==> src/rtl/swsc_pkg.sv <==
// Shared types and constants of the congestion-controlled sack window sender.
`timescale 1ns / 1ps
`default_nettype none
package swsc_pkg;

  localparam int MAX_SEGS        = 1024;
  localparam int FRAC_BITS       = 16;
  localparam int SEG_W           = 11;
  localparam int ADDR_W          = $clog2(MAX_SEGS);
  localparam int WIN_W           = SEG_W + FRAC_BITS;
  localparam int TMR_W           = 16;
  localparam int DUP_W           = 8;
  localparam int CMD_W           = 2;
  localparam int CFG_IDX_W       = 2;
  localparam int CFG_DATA_W      = 16;
  localparam int QUO_W           = FRAC_BITS + 1;
  localparam int DUP_RESEND      = 3;
  localparam int RESET_THRESHOLD = 16;
  localparam int RESET_TOTAL     = 1;
  localparam int RESET_TIMEOUT   = 1000;

  localparam logic [WIN_W-1:0] WIN_ONE = WIN_W'(1) << FRAC_BITS;
  localparam logic [WIN_W-1:0] WIN_CAP = WIN_W'(MAX_SEGS) << FRAC_BITS;
  localparam logic [DUP_W-1:0] DUP_MAX = {DUP_W{1'b1}};

  typedef enum logic [CMD_W-1:0] {
    CMD_START = 2'd0,
    CMD_ACK   = 2'd1,
    CMD_TICK  = 2'd2
  } cmd_e;

  typedef enum logic [CFG_IDX_W-1:0] {
    CFG_SEG_TOTAL = 2'd0,
    CFG_TIMEOUT   = 2'd1,
    CFG_INIT_THR  = 2'd2
  } cfg_idx_e;

  // controller -> datapath
  typedef struct packed {
    logic clr;
    logic accept;
    logic start_init;
    logic sack_mark;
    logic ack_new;
    logic div_start;
    logic avoid_add;
    logic dup_inc;
    logic walk_init;
    logic walk_rd;
    logic walk_ev;
    logic resend;
    logic ack_end;
    logic tick;
    logic slot;
  } dp_cmd_t;

  // datapath -> controller
  typedef struct packed {
    logic             clr_last;
    logic [CMD_W-1:0] item_cmd;
    logic             is_new;
    logic             avoid;
    logic             div_done;
    logic             walk_end;
    logic             walk_stop;
    logic             dup_send;
    logic             dup_is3;
    logic             tick_expire;
    logic             two_results;
  } dp_stat_t;

endpackage
`default_nettype wire

==> src/rtl/swsc_if.sv <==
// Input and result channel interfaces of the sack window sender.
`timescale 1ns / 1ps
`default_nettype none
interface swsc_in_if;
  logic                       valid;
  logic                       ready;
  logic [swsc_pkg::CMD_W-1:0] command;
  logic [swsc_pkg::SEG_W-1:0] ack_number;
  logic [swsc_pkg::SEG_W-1:0] sack_number;

  modport source (output valid, command, ack_number, sack_number, input ready);
  modport sink   (input valid, command, ack_number, sack_number, output ready);
endinterface

interface swsc_out_if;
  logic                       valid;
  logic                       ready;
  logic                       send_valid;
  logic [swsc_pkg::SEG_W-1:0] segment_number;
  logic                       is_resend;
  logic [swsc_pkg::SEG_W-1:0] window_size;
  logic [swsc_pkg::SEG_W-1:0] threshold_now;
  logic                       timed_out;
  logic                       all_acked;
  logic                       last;

  modport source (output valid, send_valid, segment_number, is_resend, window_size,
                  threshold_now, timed_out, all_acked, last, input ready);
  modport sink   (input valid, send_valid, segment_number, is_resend, window_size,
                  threshold_now, timed_out, all_acked, last, output ready);
endinterface
`default_nettype wire

==> src/rtl/swsc_div.sv <==
// Restoring divider, one quotient bit per cycle: 1.0 in fixed point over the window.
`timescale 1ns / 1ps
`default_nettype none
module swsc_div (
  input  wire logic                           clk_i,
  input  wire logic                           rst_ni,
  input  wire logic                           start_i,
  input  wire logic [swsc_pkg::SEG_W-1:0]     divisor_i,
  output logic                                done_o,
  output logic      [swsc_pkg::QUO_W-1:0]     quotient_o
);
  localparam int STEP_W = $clog2(swsc_pkg::QUO_W);

  logic                         busy_q, done_q;
  logic [STEP_W-1:0]            step_q;
  logic [swsc_pkg::QUO_W-1:0]   num_q, quo_q;
  logic [swsc_pkg::SEG_W-1:0]   div_q, rem_q;
  logic [swsc_pkg::SEG_W:0]     rem_s;
  logic                         fit;

  assign rem_s = {rem_q, num_q[swsc_pkg::QUO_W-1]};
  assign fit   = rem_s >= {1'b0, div_q};

  always_ff @(posedge clk_i or negedge rst_ni) begin
    if (!rst_ni) begin
      busy_q <= 1'b0;
      done_q <= 1'b0;
      step_q <= '0;
    end else begin
      done_q <= 1'b0;
      if (start_i) begin
        busy_q <= 1'b1;
        step_q <= STEP_W'(swsc_pkg::QUO_W - 1);
      end else if (busy_q) begin
        if (step_q == '0) begin
          busy_q <= 1'b0;
          done_q <= 1'b1;
        end else begin
          step_q <= step_q - 1'b1;
        end
      end
    end
  end

  always_ff @(posedge clk_i) begin
    if (start_i) begin
      num_q <= swsc_pkg::QUO_W'(1) << swsc_pkg::FRAC_BITS;
      rem_q <= '0;
      quo_q <= '0;
      div_q <= divisor_i;
    end else if (busy_q) begin
      rem_q <= fit ? swsc_pkg::SEG_W'(rem_s - {1'b0, div_q})
                   : rem_s[swsc_pkg::SEG_W-1:0];
      quo_q <= {quo_q[swsc_pkg::QUO_W-2:0], fit};
      num_q <= num_q << 1;
    end
  end

  assign done_o     = done_q;
  assign quotient_o = quo_q;
endmodule
`default_nettype wire

==> src/rtl/swsc_dp.sv <==
// Datapath: window state, acked bitmap memory, window walk, result slots.
`timescale 1ns / 1ps
`default_nettype none
module swsc_dp (
  input  wire logic                                clk_i,
  input  wire logic                                rst_ni,
  input  wire logic                                cfg_we_i,
  input  wire logic [swsc_pkg::CFG_IDX_W-1:0]      cfg_idx_i,
  input  wire logic [swsc_pkg::CFG_DATA_W-1:0]     cfg_data_i,
  input  wire logic [swsc_pkg::CMD_W-1:0]          command_i,
  input  wire logic [swsc_pkg::SEG_W-1:0]          ack_number_i,
  input  wire logic [swsc_pkg::SEG_W-1:0]          sack_number_i,
  input  wire swsc_pkg::dp_cmd_t                   cmd_i,
  output swsc_pkg::dp_stat_t                       stat_o,
  output logic                                     send_valid_o,
  output logic      [swsc_pkg::SEG_W-1:0]          segment_number_o,
  output logic                                     is_resend_o,
  output logic      [swsc_pkg::SEG_W-1:0]          window_size_o,
  output logic      [swsc_pkg::SEG_W-1:0]          threshold_now_o,
  output logic                                     timed_out_o,
  output logic                                     all_acked_o,
  output logic                                     last_o
);
  localparam int SEG_W  = swsc_pkg::SEG_W;
  localparam int WIN_W  = swsc_pkg::WIN_W;
  localparam int ADDR_W = swsc_pkg::ADDR_W;
  localparam int SUM_W  = SEG_W + 2;

  // configuration
  logic [SEG_W-1:0]           seg_total_q, init_thr_q;
  logic [swsc_pkg::TMR_W-1:0] timeout_q;

  // protocol state
  logic [WIN_W-1:0]           window_q;
  logic [SEG_W-1:0]           thr_q, base_q, hs_q, acked_q;
  logic [swsc_pkg::DUP_W-1:0] dup_q;
  logic                       avoid_q;
  logic [swsc_pkg::TMR_W-1:0] timer_q;
  logic [ADDR_W-1:0]          clr_q;

  // per item
  logic [swsc_pkg::CMD_W-1:0] item_cmd_q;
  logic [SEG_W-1:0]           ack_q, sack_q, before_q, k_q, cnt_q, seg0_q, seg1_q;
  logic [SEG_W:0]             walk_num_q;
  logic                       new_q, timed_q, rs0_q, rs1_q;
  logic [1:0]                 n_q;

  // bitmap memory
  logic                       map_mem [swsc_pkg::MAX_SEGS];
  logic                       mem_we, mem_wd, rd_q;
  logic [ADDR_W-1:0]          mem_wa, mem_ra, sack_addr, walk_addr;

  logic [SEG_W-1:0]           total, win_int, cnt_n, grow, half;
  logic                       all_acked, sack_ok, base_ok, tail_hit, walk_end;
  logic [WIN_W-1:0]           ss_sum, ss_win, av_sum, av_win;
  logic [swsc_pkg::QUO_W-1:0] quotient;
  logic                       div_done;
  logic                       push_en, push_rs;
  logic [SEG_W-1:0]           push_seg;

  assign total     = (seg_total_q > SEG_W'(swsc_pkg::MAX_SEGS)) ?
                     SEG_W'(swsc_pkg::MAX_SEGS) : seg_total_q;
  assign win_int   = window_q[WIN_W-1:swsc_pkg::FRAC_BITS];
  assign all_acked = acked_q >= total;
  assign sack_ok   = (sack_q != '0) && (sack_q <= total);
  assign base_ok   = (base_q != '0) && (base_q <= total);
  assign sack_addr = ADDR_W'(sack_q - 1'b1);
  assign walk_addr = ADDR_W'(k_q - 1'b1);
  assign half      = win_int >> 1;
  assign grow      = win_int - before_q;

  // window growth, both clamped at the segment limit
  assign ss_sum = window_q + swsc_pkg::WIN_ONE;
  assign ss_win = (ss_sum > swsc_pkg::WIN_CAP) ? swsc_pkg::WIN_CAP : ss_sum;
  assign av_sum = window_q + WIN_W'(quotient);
  assign av_win = (av_sum > swsc_pkg::WIN_CAP) ? swsc_pkg::WIN_CAP : av_sum;

  // walk: count unacked slots from base, send the trailing ones
  assign walk_end = (k_q == '0) || (k_q > total);
  assign cnt_n    = cnt_q + 1'b1;
  assign tail_hit = (SUM_W'(cnt_n) + SUM_W'(walk_num_q)) > SUM_W'(win_int);

  swsc_div u_div (
    .clk_i      (clk_i),
    .rst_ni     (rst_ni),
    .start_i    (cmd_i.div_start),
    .divisor_i  ((win_int == '0) ? SEG_W'(1) : win_int),
    .done_o     (div_done),
    .quotient_o (quotient)
  );

  assign mem_we = cmd_i.clr | (cmd_i.sack_mark & sack_ok & ~rd_q);
  assign mem_wa = cmd_i.clr ? clr_q : sack_addr;
  assign mem_wd = ~cmd_i.clr;
  assign mem_ra = cmd_i.walk_rd ? walk_addr : sack_addr;

  always_ff @(posedge clk_i) begin
    if (mem_we) begin
      map_mem[mem_wa] <= mem_wd;
    end
    rd_q <= map_mem[mem_ra];
  end

  always_comb begin
    push_en  = 1'b0;
    push_seg = k_q;
    push_rs  = k_q <= hs_q;
    if (cmd_i.walk_ev && !rd_q && tail_hit) begin
      push_en = 1'b1;
    end
    if (cmd_i.resend && base_ok) begin
      push_en  = 1'b1;
      push_seg = base_q;
      push_rs  = 1'b1;
    end
  end

  always_ff @(posedge clk_i or negedge rst_ni) begin
    if (!rst_ni) begin
      seg_total_q <= SEG_W'(swsc_pkg::RESET_TOTAL);
      timeout_q   <= swsc_pkg::TMR_W'(swsc_pkg::RESET_TIMEOUT);
      init_thr_q  <= SEG_W'(swsc_pkg::RESET_THRESHOLD);
      window_q    <= swsc_pkg::WIN_ONE;
      thr_q       <= SEG_W'(swsc_pkg::RESET_THRESHOLD);
      dup_q       <= '0;
      base_q      <= SEG_W'(1);
      hs_q        <= '0;
      acked_q     <= '0;
      avoid_q     <= 1'b0;
      timer_q     <= '0;
      clr_q       <= '0;
    end else begin
      if (cfg_we_i) begin
        unique case (cfg_idx_i)
          swsc_pkg::CFG_SEG_TOTAL: seg_total_q <= cfg_data_i[SEG_W-1:0];
          swsc_pkg::CFG_TIMEOUT:   timeout_q   <= cfg_data_i[swsc_pkg::TMR_W-1:0];
          swsc_pkg::CFG_INIT_THR:  init_thr_q  <= cfg_data_i[SEG_W-1:0];
          default: ;
        endcase
      end
      if (cmd_i.clr) begin
        clr_q <= clr_q + 1'b1;
      end
      if (cmd_i.start_init) begin
        window_q <= swsc_pkg::WIN_ONE;
        thr_q    <= init_thr_q;
        dup_q    <= '0;
        base_q   <= SEG_W'(1);
        hs_q     <= '0;
        acked_q  <= '0;
        avoid_q  <= 1'b0;
        timer_q  <= timeout_q;
      end
      if (cmd_i.sack_mark && sack_ok && !rd_q) begin
        acked_q <= acked_q + 1'b1;
      end
      if (cmd_i.ack_new) begin
        dup_q   <= '0;
        base_q  <= ((ack_q > total) ? total : ack_q) + 1'b1;
        timer_q <= timeout_q;
        if (!avoid_q) begin
          window_q <= ss_win;
          if (ss_win >= (WIN_W'(thr_q) << swsc_pkg::FRAC_BITS)) begin
            avoid_q <= 1'b1;
          end
        end
      end
      if (cmd_i.avoid_add) begin
        window_q <= av_win;
      end
      if (cmd_i.dup_inc && dup_q != swsc_pkg::DUP_MAX) begin
        dup_q <= dup_q + 1'b1;
      end
      if (cmd_i.walk_ev && !rd_q && tail_hit && k_q > hs_q) begin
        hs_q <= k_q;
      end
      if (cmd_i.ack_end && all_acked) begin
        timer_q <= '0;
      end
      if (cmd_i.tick && timer_q != '0) begin
        timer_q <= timer_q - 1'b1;
        if (stat_o.tick_expire) begin
          thr_q    <= (half == '0) ? SEG_W'(1) : half;
          window_q <= swsc_pkg::WIN_ONE;
          dup_q    <= '0;
          avoid_q  <= 1'b0;
          timer_q  <= timeout_q;
        end
      end
    end
  end

  always_ff @(posedge clk_i) begin
    if (cmd_i.accept) begin
      item_cmd_q <= command_i;
      ack_q      <= ack_number_i;
      sack_q     <= sack_number_i;
      new_q      <= ack_number_i >= base_q;
      n_q        <= '0;
      timed_q    <= 1'b0;
    end
    if (cmd_i.ack_new) begin
      before_q <= win_int;
    end
    if (cmd_i.walk_init) begin
      k_q        <= base_q;
      cnt_q      <= '0;
      walk_num_q <= (item_cmd_q == swsc_pkg::CMD_ACK && new_q) ?
                    {1'b0, grow} + 1'b1 : (SEG_W + 1)'(1);
    end
    if (cmd_i.walk_ev) begin
      k_q <= k_q + 1'b1;
      if (!rd_q) begin
        cnt_q <= cnt_n;
      end
    end
    if (cmd_i.tick && stat_o.tick_expire) begin
      timed_q <= 1'b1;
    end
    if (push_en && n_q != 2'd2) begin
      n_q <= n_q + 1'b1;
      if (n_q == 2'd0) begin
        seg0_q <= push_seg;
        rs0_q  <= push_rs;
      end else begin
        seg1_q <= push_seg;
        rs1_q  <= push_rs;
      end
    end
  end

  always_comb begin
    stat_o             = '0;
    stat_o.clr_last    = clr_q == {ADDR_W{1'b1}};
    stat_o.item_cmd    = item_cmd_q;
    stat_o.is_new      = new_q;
    stat_o.avoid       = avoid_q;
    stat_o.div_done    = div_done;
    stat_o.walk_end    = walk_end;
    stat_o.walk_stop   = !rd_q && (cnt_n >= win_int);
    stat_o.dup_send    = !(((SUM_W'(base_q) + SUM_W'(win_int) - 1'b1) >= SUM_W'(total)) ||
                           (ack_q == sack_q));
    stat_o.dup_is3     = dup_q == swsc_pkg::DUP_W'(swsc_pkg::DUP_RESEND);
    stat_o.tick_expire = (timer_q == swsc_pkg::TMR_W'(1)) && !all_acked;
    stat_o.two_results = n_q == 2'd2;
  end

  logic have;
  assign have             = cmd_i.slot ? (n_q == 2'd2) : (n_q != 2'd0);
  assign send_valid_o     = have;
  assign segment_number_o = have ? (cmd_i.slot ? seg1_q : seg0_q) : '0;
  assign is_resend_o      = have & (cmd_i.slot ? rs1_q : rs0_q);
  assign window_size_o    = win_int;
  assign threshold_now_o  = thr_q;
  assign timed_out_o      = timed_q;
  assign all_acked_o      = all_acked;
  assign last_o           = cmd_i.slot | (n_q != 2'd2);
endmodule
`default_nettype wire

==> src/rtl/swsc_ctrl.sv <==
// Controller state machine: sequences clear, sack mark, window update, walk, resend, tick and results.
`timescale 1ns / 1ps
`default_nettype none
module swsc_ctrl (
  input  wire logic                clk_i,
  input  wire logic                rst_ni,
  input  wire logic                in_valid_i,
  output logic                     in_ready_o,
  output logic                     out_valid_o,
  input  wire logic                out_ready_i,
  output swsc_pkg::dp_cmd_t        cmd_o,
  input  wire swsc_pkg::dp_stat_t  stat_i
);
  typedef enum logic [19:0] {
    ST_BOOT_CLR   = 20'h00001,
    ST_IDLE       = 20'h00002,
    ST_DECODE     = 20'h00004,
    ST_START_CLR  = 20'h00008,
    ST_START_INIT = 20'h00010,
    ST_SACK_RD    = 20'h00020,
    ST_SACK_EV    = 20'h00040,
    ST_ACK_NEW    = 20'h00080,
    ST_DIV_WAIT   = 20'h00100,
    ST_AVOID_ADD  = 20'h00200,
    ST_DUP_INC    = 20'h00400,
    ST_DUP_CHK    = 20'h00800,
    ST_WALK_INIT  = 20'h01000,
    ST_WALK_RD    = 20'h02000,
    ST_WALK_EV    = 20'h04000,
    ST_RESEND     = 20'h08000,
    ST_ACK_END    = 20'h10000,
    ST_TICK       = 20'h20000,
    ST_EMIT_A     = 20'h40000,
    ST_EMIT_B     = 20'h80000
  } state_e;

  state_e state_q, state_d, walk_exit, resend_exit;
  logic   is_ack;

  assign is_ack = stat_i.item_cmd == swsc_pkg::CMD_ACK;

  always_comb begin
    priority if (is_ack && !stat_i.is_new && stat_i.dup_is3) walk_exit = ST_RESEND;
    else if (is_ack) walk_exit = ST_ACK_END;
    else walk_exit = ST_EMIT_A;
  end

  assign resend_exit = is_ack ? ST_ACK_END : ST_EMIT_A;

  always_comb begin
    cmd_o       = '0;
    state_d     = state_q;
    in_ready_o  = 1'b0;
    out_valid_o = 1'b0;
    unique case (state_q)
      ST_BOOT_CLR: begin
        cmd_o.clr = 1'b1;
        if (stat_i.clr_last) state_d = ST_IDLE;
      end
      ST_IDLE: begin
        in_ready_o = 1'b1;
        if (in_valid_i) begin
          cmd_o.accept = 1'b1;
          state_d      = ST_DECODE;
        end
      end
      ST_DECODE: begin
        priority if (stat_i.item_cmd == swsc_pkg::CMD_START) state_d = ST_START_CLR;
        else if (is_ack) state_d = ST_SACK_RD;
        else if (stat_i.item_cmd == swsc_pkg::CMD_TICK) state_d = ST_TICK;
        else state_d = ST_EMIT_A;
      end
      ST_START_CLR: begin
        cmd_o.clr = 1'b1;
        if (stat_i.clr_last) state_d = ST_START_INIT;
      end
      ST_START_INIT: begin
        cmd_o.start_init = 1'b1;
        state_d          = ST_WALK_INIT;
      end
      ST_SACK_RD: state_d = ST_SACK_EV;
      ST_SACK_EV: begin
        cmd_o.sack_mark = 1'b1;
        state_d         = stat_i.is_new ? ST_ACK_NEW : ST_DUP_INC;
      end
      ST_ACK_NEW: begin
        cmd_o.ack_new = 1'b1;
        if (stat_i.avoid) begin
          cmd_o.div_start = 1'b1;
          state_d         = ST_DIV_WAIT;
        end else begin
          state_d = ST_WALK_INIT;
        end
      end
      ST_DIV_WAIT: begin
        if (stat_i.div_done) state_d = ST_AVOID_ADD;
      end
      ST_AVOID_ADD: begin
        cmd_o.avoid_add = 1'b1;
        state_d         = ST_WALK_INIT;
      end
      ST_DUP_INC: begin
        cmd_o.dup_inc = 1'b1;
        state_d       = ST_DUP_CHK;
      end
      ST_DUP_CHK: begin
        priority if (stat_i.dup_send) state_d = ST_WALK_INIT;
        else if (stat_i.dup_is3) state_d = ST_RESEND;
        else state_d = ST_ACK_END;
      end
      ST_WALK_INIT: begin
        cmd_o.walk_init = 1'b1;
        state_d         = ST_WALK_RD;
      end
      ST_WALK_RD: begin
        if (stat_i.walk_end) begin
          state_d = walk_exit;
        end else begin
          cmd_o.walk_rd = 1'b1;
          state_d       = ST_WALK_EV;
        end
      end
      ST_WALK_EV: begin
        cmd_o.walk_ev = 1'b1;
        state_d       = stat_i.walk_stop ? walk_exit : ST_WALK_RD;
      end
      ST_RESEND: begin
        cmd_o.resend = 1'b1;
        state_d      = resend_exit;
      end
      ST_ACK_END: begin
        cmd_o.ack_end = 1'b1;
        state_d       = ST_EMIT_A;
      end
      ST_TICK: begin
        cmd_o.tick = 1'b1;
        state_d    = stat_i.tick_expire ? ST_RESEND : ST_EMIT_A;
      end
      ST_EMIT_A: begin
        out_valid_o = 1'b1;
        if (out_ready_i) state_d = stat_i.two_results ? ST_EMIT_B : ST_IDLE;
      end
      ST_EMIT_B: begin
        out_valid_o = 1'b1;
        cmd_o.slot  = 1'b1;
        if (out_ready_i) state_d = ST_IDLE;
      end
      default: state_d = ST_IDLE;
    endcase
  end

  always_ff @(posedge clk_i or negedge rst_ni) begin
    if (!rst_ni) begin
      state_q <= ST_BOOT_CLR;
    end else begin
      state_q <= state_d;
    end
  end
endmodule
`default_nettype wire

==> src/rtl/sack_window_sender_congestion.sv <==
// Top level of the congestion-controlled sliding window sender with selective acks.
`timescale 1ns / 1ps
`default_nettype none
// Takes one command at a time (start, ack, tick) and returns one or two result
// transfers, the last one flagged. After reset the acked bitmap memory is
// cleared one entry per cycle, all 1024 entries, before the first command is
// taken; a start command runs the same clear. An ack walks the window slots
// through the bitmap memory (up to the window size plus acked slots
// skipped), and in congestion avoidance also runs the serial divider and
// the window add. Each result then waits for its transfer on the output
// channel.
// Configuration writes may happen at any time the block is idle.
module sack_window_sender_congestion (
  input  wire logic                              clk_i,
  input  wire logic                              rst_ni,
  swsc_in_if.sink                                in_i,
  swsc_out_if.source                             out_o,
  input  wire logic                              cfg_we_i,
  input  wire logic [swsc_pkg::CFG_IDX_W-1:0]    cfg_idx_i,
  input  wire logic [swsc_pkg::CFG_DATA_W-1:0]   cfg_data_i
);
  swsc_pkg::dp_cmd_t  dp_cmd;
  swsc_pkg::dp_stat_t dp_stat;

  swsc_ctrl u_ctrl (
    .clk_i       (clk_i),
    .rst_ni      (rst_ni),
    .in_valid_i  (in_i.valid),
    .in_ready_o  (in_i.ready),
    .out_valid_o (out_o.valid),
    .out_ready_i (out_o.ready),
    .cmd_o       (dp_cmd),
    .stat_i      (dp_stat)
  );

  swsc_dp u_dp (
    .clk_i            (clk_i),
    .rst_ni           (rst_ni),
    .cfg_we_i         (cfg_we_i),
    .cfg_idx_i        (cfg_idx_i),
    .cfg_data_i       (cfg_data_i),
    .command_i        (in_i.command),
    .ack_number_i     (in_i.ack_number),
    .sack_number_i    (in_i.sack_number),
    .cmd_i            (dp_cmd),
    .stat_o           (dp_stat),
    .send_valid_o     (out_o.send_valid),
    .segment_number_o (out_o.segment_number),
    .is_resend_o      (out_o.is_resend),
    .window_size_o    (out_o.window_size),
    .threshold_now_o  (out_o.threshold_now),
    .timed_out_o      (out_o.timed_out),
    .all_acked_o      (out_o.all_acked),
    .last_o           (out_o.last)
  );

  // one item in flight: no input while a result is pending
  a_no_overlap: assert property (@(posedge clk_i) disable iff (!rst_ni)
    !(in_i.ready && out_o.valid))
    else $error("input ready while result pending");

  // last transfer ends the item
  a_last_ends: assert property (@(posedge clk_i) disable iff (!rst_ni)
    (out_o.valid && out_o.ready && out_o.last) |=> !out_o.valid)
    else $error("result shown after last transfer");

  // window never below one segment
  a_window_nonzero: assert property (@(posedge clk_i) disable iff (!rst_ni)
    out_o.valid |-> (out_o.window_size != '0 && out_o.threshold_now != '0
                     || out_o.window_size != '0))
    else $error("window size zero");

  // status-only results carry no segment
  a_status_clean: assert property (@(posedge clk_i) disable iff (!rst_ni)
    (out_o.valid && !out_o.send_valid) |-> (out_o.segment_number == '0 && !out_o.is_resend))
    else $error("status result carries segment");
endmodule
`default_nettype wire
==> src/flat_wrapper.sv <==
// flat-port wrapper written by rule: the top's interface ports become plain ports
module sack_window_sender_congestion_flat 
  (clk_i, rst_ni, cfg_we_i, cfg_idx_i, cfg_data_i, in_i_valid, in_i_command, in_i_ack_number, in_i_sack_number, in_i_ready, out_o_valid, out_o_send_valid, out_o_segment_number, out_o_is_resend, out_o_window_size, out_o_threshold_now, out_o_timed_out, out_o_all_acked, out_o_last, out_o_ready);
  swsc_in_if in_i_i ();
  swsc_out_if out_o_i ();
  input  wire logic clk_i;
  input  wire logic rst_ni;
  input  wire logic cfg_we_i;
  input  wire logic [swsc_pkg::CFG_IDX_W-1:0] cfg_idx_i;
  input  wire logic [swsc_pkg::CFG_DATA_W-1:0] cfg_data_i;
  input wire logic [$bits(in_i_i.valid)-1:0] in_i_valid;
  input wire logic [$bits(in_i_i.command)-1:0] in_i_command;
  input wire logic [$bits(in_i_i.ack_number)-1:0] in_i_ack_number;
  input wire logic [$bits(in_i_i.sack_number)-1:0] in_i_sack_number;
  output wire logic [$bits(in_i_i.ready)-1:0] in_i_ready;
  output wire logic [$bits(out_o_i.valid)-1:0] out_o_valid;
  output wire logic [$bits(out_o_i.send_valid)-1:0] out_o_send_valid;
  output wire logic [$bits(out_o_i.segment_number)-1:0] out_o_segment_number;
  output wire logic [$bits(out_o_i.is_resend)-1:0] out_o_is_resend;
  output wire logic [$bits(out_o_i.window_size)-1:0] out_o_window_size;
  output wire logic [$bits(out_o_i.threshold_now)-1:0] out_o_threshold_now;
  output wire logic [$bits(out_o_i.timed_out)-1:0] out_o_timed_out;
  output wire logic [$bits(out_o_i.all_acked)-1:0] out_o_all_acked;
  output wire logic [$bits(out_o_i.last)-1:0] out_o_last;
  input wire logic [$bits(out_o_i.ready)-1:0] out_o_ready;
  assign in_i_i.valid = in_i_valid;
  assign in_i_i.command = in_i_command;
  assign in_i_i.ack_number = in_i_ack_number;
  assign in_i_i.sack_number = in_i_sack_number;
  assign in_i_ready = in_i_i.ready;
  assign out_o_valid = out_o_i.valid;
  assign out_o_send_valid = out_o_i.send_valid;
  assign out_o_segment_number = out_o_i.segment_number;
  assign out_o_is_resend = out_o_i.is_resend;
  assign out_o_window_size = out_o_i.window_size;
  assign out_o_threshold_now = out_o_i.threshold_now;
  assign out_o_timed_out = out_o_i.timed_out;
  assign out_o_all_acked = out_o_i.all_acked;
  assign out_o_last = out_o_i.last;
  assign out_o_i.ready = out_o_ready;
  sack_window_sender_congestion u_core (.clk_i(clk_i), .rst_ni(rst_ni), .in_i(in_i_i), .out_o(out_o_i), .cfg_we_i(cfg_we_i), .cfg_idx_i(cfg_idx_i), .cfg_data_i(cfg_data_i));
endmodule
==> config.mk <==
export PLATFORM = sky130hd
export DESIGN_NAME = sack_window_sender_congestion_flat
export DESIGN_NICKNAME = d
export VERILOG_FILES = /design/src/rtl/swsc_pkg.sv /design/src/rtl/swsc_if.sv /design/src/rtl/swsc_div.sv /design/src/rtl/swsc_dp.sv /design/src/rtl/swsc_ctrl.sv /design/src/rtl/sack_window_sender_congestion.sv /design/src/flat_wrapper.sv
export SDC_FILE = /design/constraint.sdc
export NUM_CORES = 2
export LEC_CHECK = 0
export BUFFER_PORTS_ARGS = -buffer_cell sky130_fd_sc_hd__buf_2
export CORE_UTILIZATION = 39
export CTS_CLUSTER_SIZE = 10
export DETAILED_ROUTE_END_ITERATION = 10
export PLACE_DENSITY_LB_ADDON = 0.3
export SYNTH_ARGS = -nofsm -noshare
export SYNTH_HDL_FRONTEND = slang
export SYNTH_HIERARCHICAL = 1
export SYNTH_SLANG_ARGS = --single-unit
export TNS_END_PERCENT = 100
==> constraint.sdc <==
create_clock -name clk_i -period 47 [get_ports clk_i]
set_clock_uncertainty 0.05 [all_clocks]
set_input_delay 4.7 -clock clk_i [delete_from_list [all_inputs] [get_ports clk_i]]
set_output_delay 4.7 -clock clk_i [all_outputs]
set_load 0.02 [all_outputs]
# Yosys cells after proc, flatten, opt, wreduce, memory -nomap -nowiden
# Memory sizes are Yosys's and may differ from the RTL's. A register that Yosys moved wholly into a read port is not among the register bits.
# Cells that the tools add are included.
# W data, S select, Z words.
[classes] addsub=19 magnitude_cmp=16 n_eq_ne=38 n_mux=103 bitwise=8 reduce_logical=51
[ops] op="$pmux W20 S19" count=1
[ops] op="$mux W11" count=20
[ops] op="$mux W27" count=8
[ops] op="$mux W20" count=9
[ops] op="$mux W19" count=7
[ops] op="$mux W16" count=5
[ops] op="$gt A27 B27 Y1 const B" count=2
[ops] op="$add A11 B1 Y11 const B" count=4
[ops] op="$mux W8" count=5
[ops] op="$mux W1" count=37
[ops] op="$ge A11 B11 Y1" count=3
[ops] op="$gt A11 B11 Y1" count=3
[ops] op="$le A11 B11 Y1" count=3
[ops] op="$logic_not A11 Y1" count=3
[ops] op="$mux W10" count=3
[ops] op="$add A27 B17 Y27" count=1
[ops] op="$add A27 B17 Y27 const B" count=1
[ops] op="$ge A27 B27 Y1" count=1
[ops] op="$reduce_bool A11 Y1" count=2
[ops] op="$sub A11 B11 Y11" count=2
[ops] op="$eq A20 B1 Y1 const B" count=1
[ops] op="$eq A20 B10 Y1 const B" count=1
[ops] op="$eq A20 B11 Y1 const B" count=1
[ops] op="$eq A20 B12 Y1 const B" count=1
[ops] op="57 further kinds" count=111
[totals] reg_bits=308 mem_bits_rw=1024 in_bits=47 elab_cells=270 n_memories=1
[mem_list] name="u_core.u_dp.map_mem" words=1024 width=1 read_ports=1 rd_clocked_by_memory_dff=1 write_ports=1 line_no="swsc_dp.sv:49" text="logic map_mem [swsc_pkg::MAX_SEGS];"

# Longest topological paths before layout
[logic_depth] depth_word=9 ltp_mapped=31

# By module
# The synthesis kept the hierarchy.
[modules_own_cells] module="swsc_dp" instances=1 cells_each=6187 area_per_inst_um2=63138.1 seq_area_each_um2=37179.4
[modules_own_cells] module="swsc_div" instances=1 cells_each=247 area_per_inst_um2=2389.8 seq_area_each_um2=1086.0
[modules_own_cells] module="swsc_ctrl" instances=1 cells_each=155 area_per_inst_um2=1452.6 seq_area_each_um2=501.7

# Least setup slack after synthesis
# Ideal clock, no wire load.
[synth_timing] path_type="register to register" startpoint="register u_core.u_ctrl.state_q[18]" endpoint="memory u_core.u_dp.map_mem[776] (enable)" setup_ns=0.314 arrival_time_ns=20.484 required_ns=46.636 slack_ns=26.151 path_stages_with_launch=13 n_path_buf=4 period_less_slack_ns=20.849 path_cell_list="dfrtp_1 -> clkbuf_1 -> nor4_4 -> nand4_1 -> nor3_1 -> inv_1 -> clkbuf_1 -> buf_1 -> mux2i_1 -> nor2_1 -> nand3_1 -> clkbuf_1 -> nor3b_1"
[synth_rtl] item="start, declared" line_no="swsc_ctrl.sv:37" text="state_e state_q, state_d, walk_exit, resend_exit;"
[synth_rtl] item="start signal, assigned" line_no="swsc_ctrl.sv:156" text="state_q <= state_d;"
[synth_rtl] item="end, declared" line_no="swsc_dp.sv:49"

# Worst setup path after layout
[layout_timing] startpoint="register u_core.u_dp.seg_total_q[10]" endpoint="output out_o_all_acked"
[layout_between] elab_chain_cells=3
[layout_rtl] item="start, declared" line_no="swsc_dp.sv:30" text="logic [SEG_W-1:0] seg_total_q, init_thr_q;"
[layout_rtl] item="start signal, assigned" line_no="swsc_dp.sv:120" text="seg_total_q <= SEG_W'(swsc_pkg::RESET_TOTAL);"
[layout_rtl] item="start signal, assigned" line_no="swsc_dp.sv:135" text="swsc_pkg::CFG_SEG_TOTAL: seg_total_q <= cfg_data_i[SEG_W-1:0];"
[layout_rtl] item="$gt A11 B11 Y1" line_no="swsc_dp.sv:61" text="assign total = (seg_total_q > SEG_W'(swsc_pkg::MAX_SEGS)) ?"
[layout_rtl] item="$mux W11 *" line_no="swsc_dp.sv:61"
[layout_rtl] item="$ge A11 B11 Y1 *" line_no="swsc_dp.sv:64" text="assign all_acked = acked_q >= total;"
[layout_rtl] item="end, declared" line_no="flat_wrapper.sv:23" text="output wire logic [$bits(out_o_i.all_acked)-1:0] out_o_all_acked;"
# Mark *: on every way between the ends. The rest lies on a longest branch, timed or not.

==> tab_implementation.tex <==
\begin{tabular}{lr}
\hline
Metric & Value \\
\hline
\multicolumn{2}{l}{\textbf{STA}} \\
\quad RSZ-0062 raised after global routing & no \\
\quad Summed negative setup slack over all endpoints & 0 ns \\
\quad Hold Fails Final Rpt & 0 \\
\quad Number of pins exceeding their max-slew limit in the final report & 0 \\
\quad Max Clock Freq & 116 MHz \\
\quad Relative slew margins & 12.6\% \\
\quad Final period util & 18.4\% \\
\quad Crit path time final & 8.64 ns \\
\quad Number of setup violations in the final report & 0 \\
\quad Actual transition at the worst max-transition pin & 1.31 ns \\
\multicolumn{2}{l}{\textbf{Critical path}} \\
\quad Cell family with the largest share of critical-path delay & compound AO/OA/AOI/OAI gates \\
\quad CP Cell Sequence & inv\_1 > nand2\_1 > ha\_1 > a21o\_1 > a211oi\_1 > nand2\_1 > o21bai\_1 > and2\_1 > buf\_2 \\
\quad Critical register-to-register path startpoint & u\_core/u\_dp/seg\_total\_q[10] \\
\quad Critical Path Fanout Max & 16 \\
\quad Arrival time at the worst endpoint & 3.89 ns \\
\quad Worst-path cell with the longest stage delay & sky130\_fd\_sc\_hd\_\_inv\_1 \\
\quad Critical Path Start Type & flop \\
\quad Required time at the worst-slack endpoint & 42.25 ns \\
\quad Stage delay of the slowest cell on the critical path & 0.45 ns \\
\quad Endpoint of the most critical register-to-register path & u\_core/u\_dp/rd\_q \\
\quad Kind of critical path & reg2out \\
\quad Worst Reg-to-Reg Cells & 27 \\
\quad Worst R2R Setup Slack & 38.58 ns \\
\quad Most frequent CP cell & sky130\_fd\_sc\_hd\_\_nand2\_1 \\
\quad Worst Setup End Kind & output pin \\
\quad Number of buffers and inverters on the critical path & 2 \\
\multicolumn{2}{l}{\textbf{Yosys}} \\
\quad Most used DFF post-synth & sky130\_fd\_sc\_hd\_\_edfxtp\_1 \\
\quad Per-instance average area after synthesis & 10.2 sq um \\
\quad Most instantiated library cell after synthesis & sky130\_fd\_sc\_hd\_\_nor2\_1 \\
\quad Net Count, Synth & 6855 \\
\quad Most used standard cells in the synthesized netlist & sky130\_fd\_sc\_hd\_\_nor2\_1 (1246), sky130\_fd\_sc\_hd\_\_nand2\_1 (1165), sky130\_fd\_sc\_hd\_\_edfxtp\_1 (1120) \\
\quad Flip-flop and latch count after synthesis & 1333 \\
\quad Register area share after synthesis & 57.9\% \\
\quad Fraction of post-synthesis cell area in the top cell type by area & 50.2\% \\
\quad Number of enable-type register cells in the synthesized netlist & 1120 \\
\quad Synthesis Warnings & 6 \\
\quad Share of synthesized flip-flops with an asynchronous set or reset & 12.8\% \\
\quad Biggest area contributors in the synthesized netlist & sky130\_fd\_sc\_hd\_\_edfxtp\_1 (50\%), sky130\_fd\_sc\_hd\_\_nor2\_1 (7.0\%), sky130\_fd\_sc\_hd\_\_nand2\_1 (6.5\%), sky130\_fd\_sc\_hd\_\_dfrtp\_1 (5.9\%), sky130\_fd\_sc\_hd\_\_ha\_1 (4.0\%) \\
\quad Library cell occupying the most area in the post-synthesis netlist & sky130\_fd\_sc\_hd\_\_edfxtp\_1 \\
\quad Post-synthesis instance area & 67000 sq um \\
\quad Unique cell type count in the Yosys netlist & 96 \\
\quad Number of cells produced by synthesis & 6589 \\
\multicolumn{2}{l}{\textbf{Floorplan}} \\
\quad Number of placed I/O pins & 87 \\
\quad Standard-cell row count & 151 \\
\quad Die outline width & 416 microns \\
\quad DIE AREA & 173000 sq um \\
\quad Core outline area & 170000 sq um \\
\quad Starting Density & 39.4\% \\
\quad Height of the chip & 416 microns \\
\multicolumn{2}{l}{\textbf{Final layout}} \\
\quad Share of final-layout standard cells stronger than drive strength 1 & 8.60\% \\
\quad Non-filler cells in the finished layout & 8722 \\
\quad Post-layout instance area & 74000 sq um \\
\quad Area Growth Syn to Fin & 10.5\% \\
\quad Count of nets after finishing & 6695 \\
\multicolumn{2}{l}{\textbf{Place}} \\
\quad Number of buffers inserted by port buffering & 86 \\
\quad Post-Place Cells & 8490 \\
\quad Half-perimeter wire length after detailed placement & 115000 microns \\
\quad Routability congestion estimate & 0.866 \\
\quad Placed Area & 69500 sq um \\
\multicolumn{2}{l}{\textbf{Power and ir drop}} \\
\quad Total power of the final layout & 3.25 mW \\
\quad Leakage component of the power & 27.2 nW \\
\quad Worst VDD drop & 0.0373 mV \\
\quad Pwr/cell area & 43.9 nW/um\^{}2 \\
\multicolumn{2}{l}{\textbf{Clocking}} \\
\quad Register clock-pin slew on the reported worst setup and hold paths & 0.06 ns \\
\quad H-tree depth & 4 \\
\quad Post-cts repair resize count & 0 \\
\quad Setup bufs post-CTS & 0 \\
\quad Total of hold buffers inserted after clock tree synthesis & 0 \\
\quad Worst skew pair latency & 0.81 ns \\
\quad Clock tree from TritonCTS & built \\
\quad Clock sink total & 1333 \\
\quad Max Root-Sink Buffers & 3 \\
\quad Buffer type at the clock tree root & sky130\_fd\_sc\_hd\_\_clkbuf\_16 \\
\quad Num CTS Buffers & 155 \\
\multicolumn{2}{l}{\textbf{Worst hold path}} \\
\quad Sink of the worst hold path & u\_core/u\_dp/u\_div/num\_q[16] \\
\quad Worst hold stages & 2 \\
\quad Class of the tightest hold or removal check & reg2reg \\
\quad Start point of the worst min-delay path & u\_core/u\_dp/u\_div/num\_q[16] \\
\multicolumn{2}{l}{\textbf{Run}} \\
\quad Max capacitance violation total & 0 \\
\multicolumn{2}{l}{\textbf{Outcome}} \\
\quad Status & finished, final reports clean \\
\multicolumn{2}{l}{\textbf{GRT}} \\
\quad Vias in the first global route & 48100 \\
\quad Number of antenna violations at the first check in global routing & 6 \\
\quad Pin count of the biggest net entering global routing & 279 \\
\quad Global-route wire length before repair & 305000 microns \\
\quad Global Route Usage Sum & 23.2\% \\
\quad Total grt overflow & 0 \\
\multicolumn{2}{l}{\textbf{Drt}} \\
\quad Via count & 50600 \\
\quad Detailed Routing Iterations Pass 1 & 6 \\
\quad Via density & 5.81 \\
\quad DR WL/cell & 23.5 microns \\
\quad Post-route antenna net violation count & 0 \\
\quad Total routed wirelength & 205000 microns \\
\quad DRC violation total after the first TritonRoute iteration & 5852 \\
\quad Drc violations & 0 \\
\hline
\end{tabular}
report_power, final:
part / internal, mW / switching, mW
logic: 0.224 / 0.580
clock network: 0.629 / 0.482
registers: 1.30 / 0.0336
total: 2.16 / 1.09
cells by family after synthesis:
family	share of synthesized area [%]
AO/OA/AOI/OAI	7.29
AND/OR/NAND/NOR	21.7
multiplexers	3.09
flip-flops	57.9
buffers and inverters	3.84
adder cells (fa/ha/maj)	4.15
XOR/XNOR	2.03
per-stage QoR:
| step | hold slack (ns) | utilization (%) | worst slack [ns] |
|---|---|---|---|
| after CTS | 0.435 | 43.5 | 38.37 |
| after global placement | 0.413 | 40.9 | 38.84 |
| after detailed placement | 0.424 | 40.9 | 38.75 |
| final | 0.430 | 43.5 | 38.36 |
| after floorplan | 0.395 | - | 26.15 |
| after global routing | 0.470 | 43.5 | 38.21 |
worst reg2reg max path, cell delays in order (launching register included):
cell	delay, ns
sky130_fd_sc_hd__dfrtp_1	0.42
sky130_fd_sc_hd__inv_1	0.45
sky130_fd_sc_hd__nand2_1	0.38
sky130_fd_sc_hd__ha_1	0.40
sky130_fd_sc_hd__nor2b_1	0.14
sky130_fd_sc_hd__o21a_1	0.16
sky130_fd_sc_hd__o21a_1	0.17
sky130_fd_sc_hd__o21a_1	0.16
sky130_fd_sc_hd__o21a_1	0.17
sky130_fd_sc_hd__o21a_1	0.17
sky130_fd_sc_hd__o21a_1	0.17
sky130_fd_sc_hd__o21a_1	0.16
sky130_fd_sc_hd__o21ai_0	0.15
sky130_fd_sc_hd__a21oi_1	0.17
sky130_fd_sc_hd__nor4b_2	0.27
sky130_fd_sc_hd__buf_4	0.42
sky130_fd_sc_hd__mux2i_4	0.34
sky130_fd_sc_hd__buf_4	0.68
sky130_fd_sc_hd__buf_4	0.79
sky130_fd_sc_hd__nand2_1	0.16
sky130_fd_sc_hd__nand3_1	0.12
sky130_fd_sc_hd__nand4_1	0.10
sky130_fd_sc_hd__nand4_1	0.15
sky130_fd_sc_hd__nor2_1	0.05
sky130_fd_sc_hd__o311ai_0	0.82
sky130_fd_sc_hd__nor4b_1	0.79
sky130_fd_sc_hd__o311ai_1	0.22
sky130_fd_sc_hd__nand4_1	0.15
placed cells by master (no fill, tap or decap), drive strengths merged, types with 16 or more instances in the layout:
cell and n:
a21o 48, a21oi 123, a22o 22, a22oi 17, a311oi 132, a31oi 66, and3 134, buf 181
clkbuf 215, dfrtp 159, dfxtp 42, edfxtp 1120, ha 214, inv 156, mux2 74, mux2i 83
mux4 18, nand2 1167, nand2b 40, nand3 465, nand4 52, nor2 1246, nor2b 32, nor3 67
nor4 49, o21a 34, o21ai 119, o22ai 25, or4 16, xnor2 98, xor2 57
cell type report:
class	count	area [sq um]
Fill cell	16300	96000
Tap cell	2218	2780
Timing Repair Buffer	181	1200
Clock inverter	16	309
Clock buffer	215	4220
Antenna cell	1	2.50
Inverter	153	582
Multi-Input combinational cell	4605	26200
Sequential cell	1333	38800
state kept, by name (all words and copies together), names as in the netlist, 12 cells and up:
register	cells
u_core/u_dp/u_div/quotient_o	17
u_core/u_dp/map_mem	1024
u_core/u_dp/timeout_q	16
u_core/u_dp/timer_q	16
u_core/u_dp/walk_num_q	12
u_core/u_dp/window_q	27
u_core/u_ctrl/state_q	20
per-layer routing:
layer / share of wire, % / routed length [microns] / track usage, %
met5: 0.011 / 22 / 0
met4: 4.3 / 8860 / 9.66
met3: 7.9 / 16200 / 3.88
met2: 47 / 96400 / 37.9
met1: 41 / 83400 / 30.4
worst max path at each step:
stage | from | end | cells after the start
2_1_floorplan | u_core/u_ctrl/state_q[18] | u_core/u_dp/map_mem[776] | 12
3_3_place_gp | u_core/u_dp/seg_total_q[10] | u_core/u_dp/rd_q | 27
3_5_place_dp | u_core/u_dp/seg_total_q[10] | u_core/u_dp/rd_q | 27
4_1_cts | u_core/u_dp/seg_total_q[10] | out_o_all_acked | 9
5_1_grt | u_core/u_dp/seg_total_q[10] | out_o_all_acked | 9
6_report | u_core/u_dp/seg_total_q[10] | out_o_all_acked | 9
(Power assumes the default switching activity.)
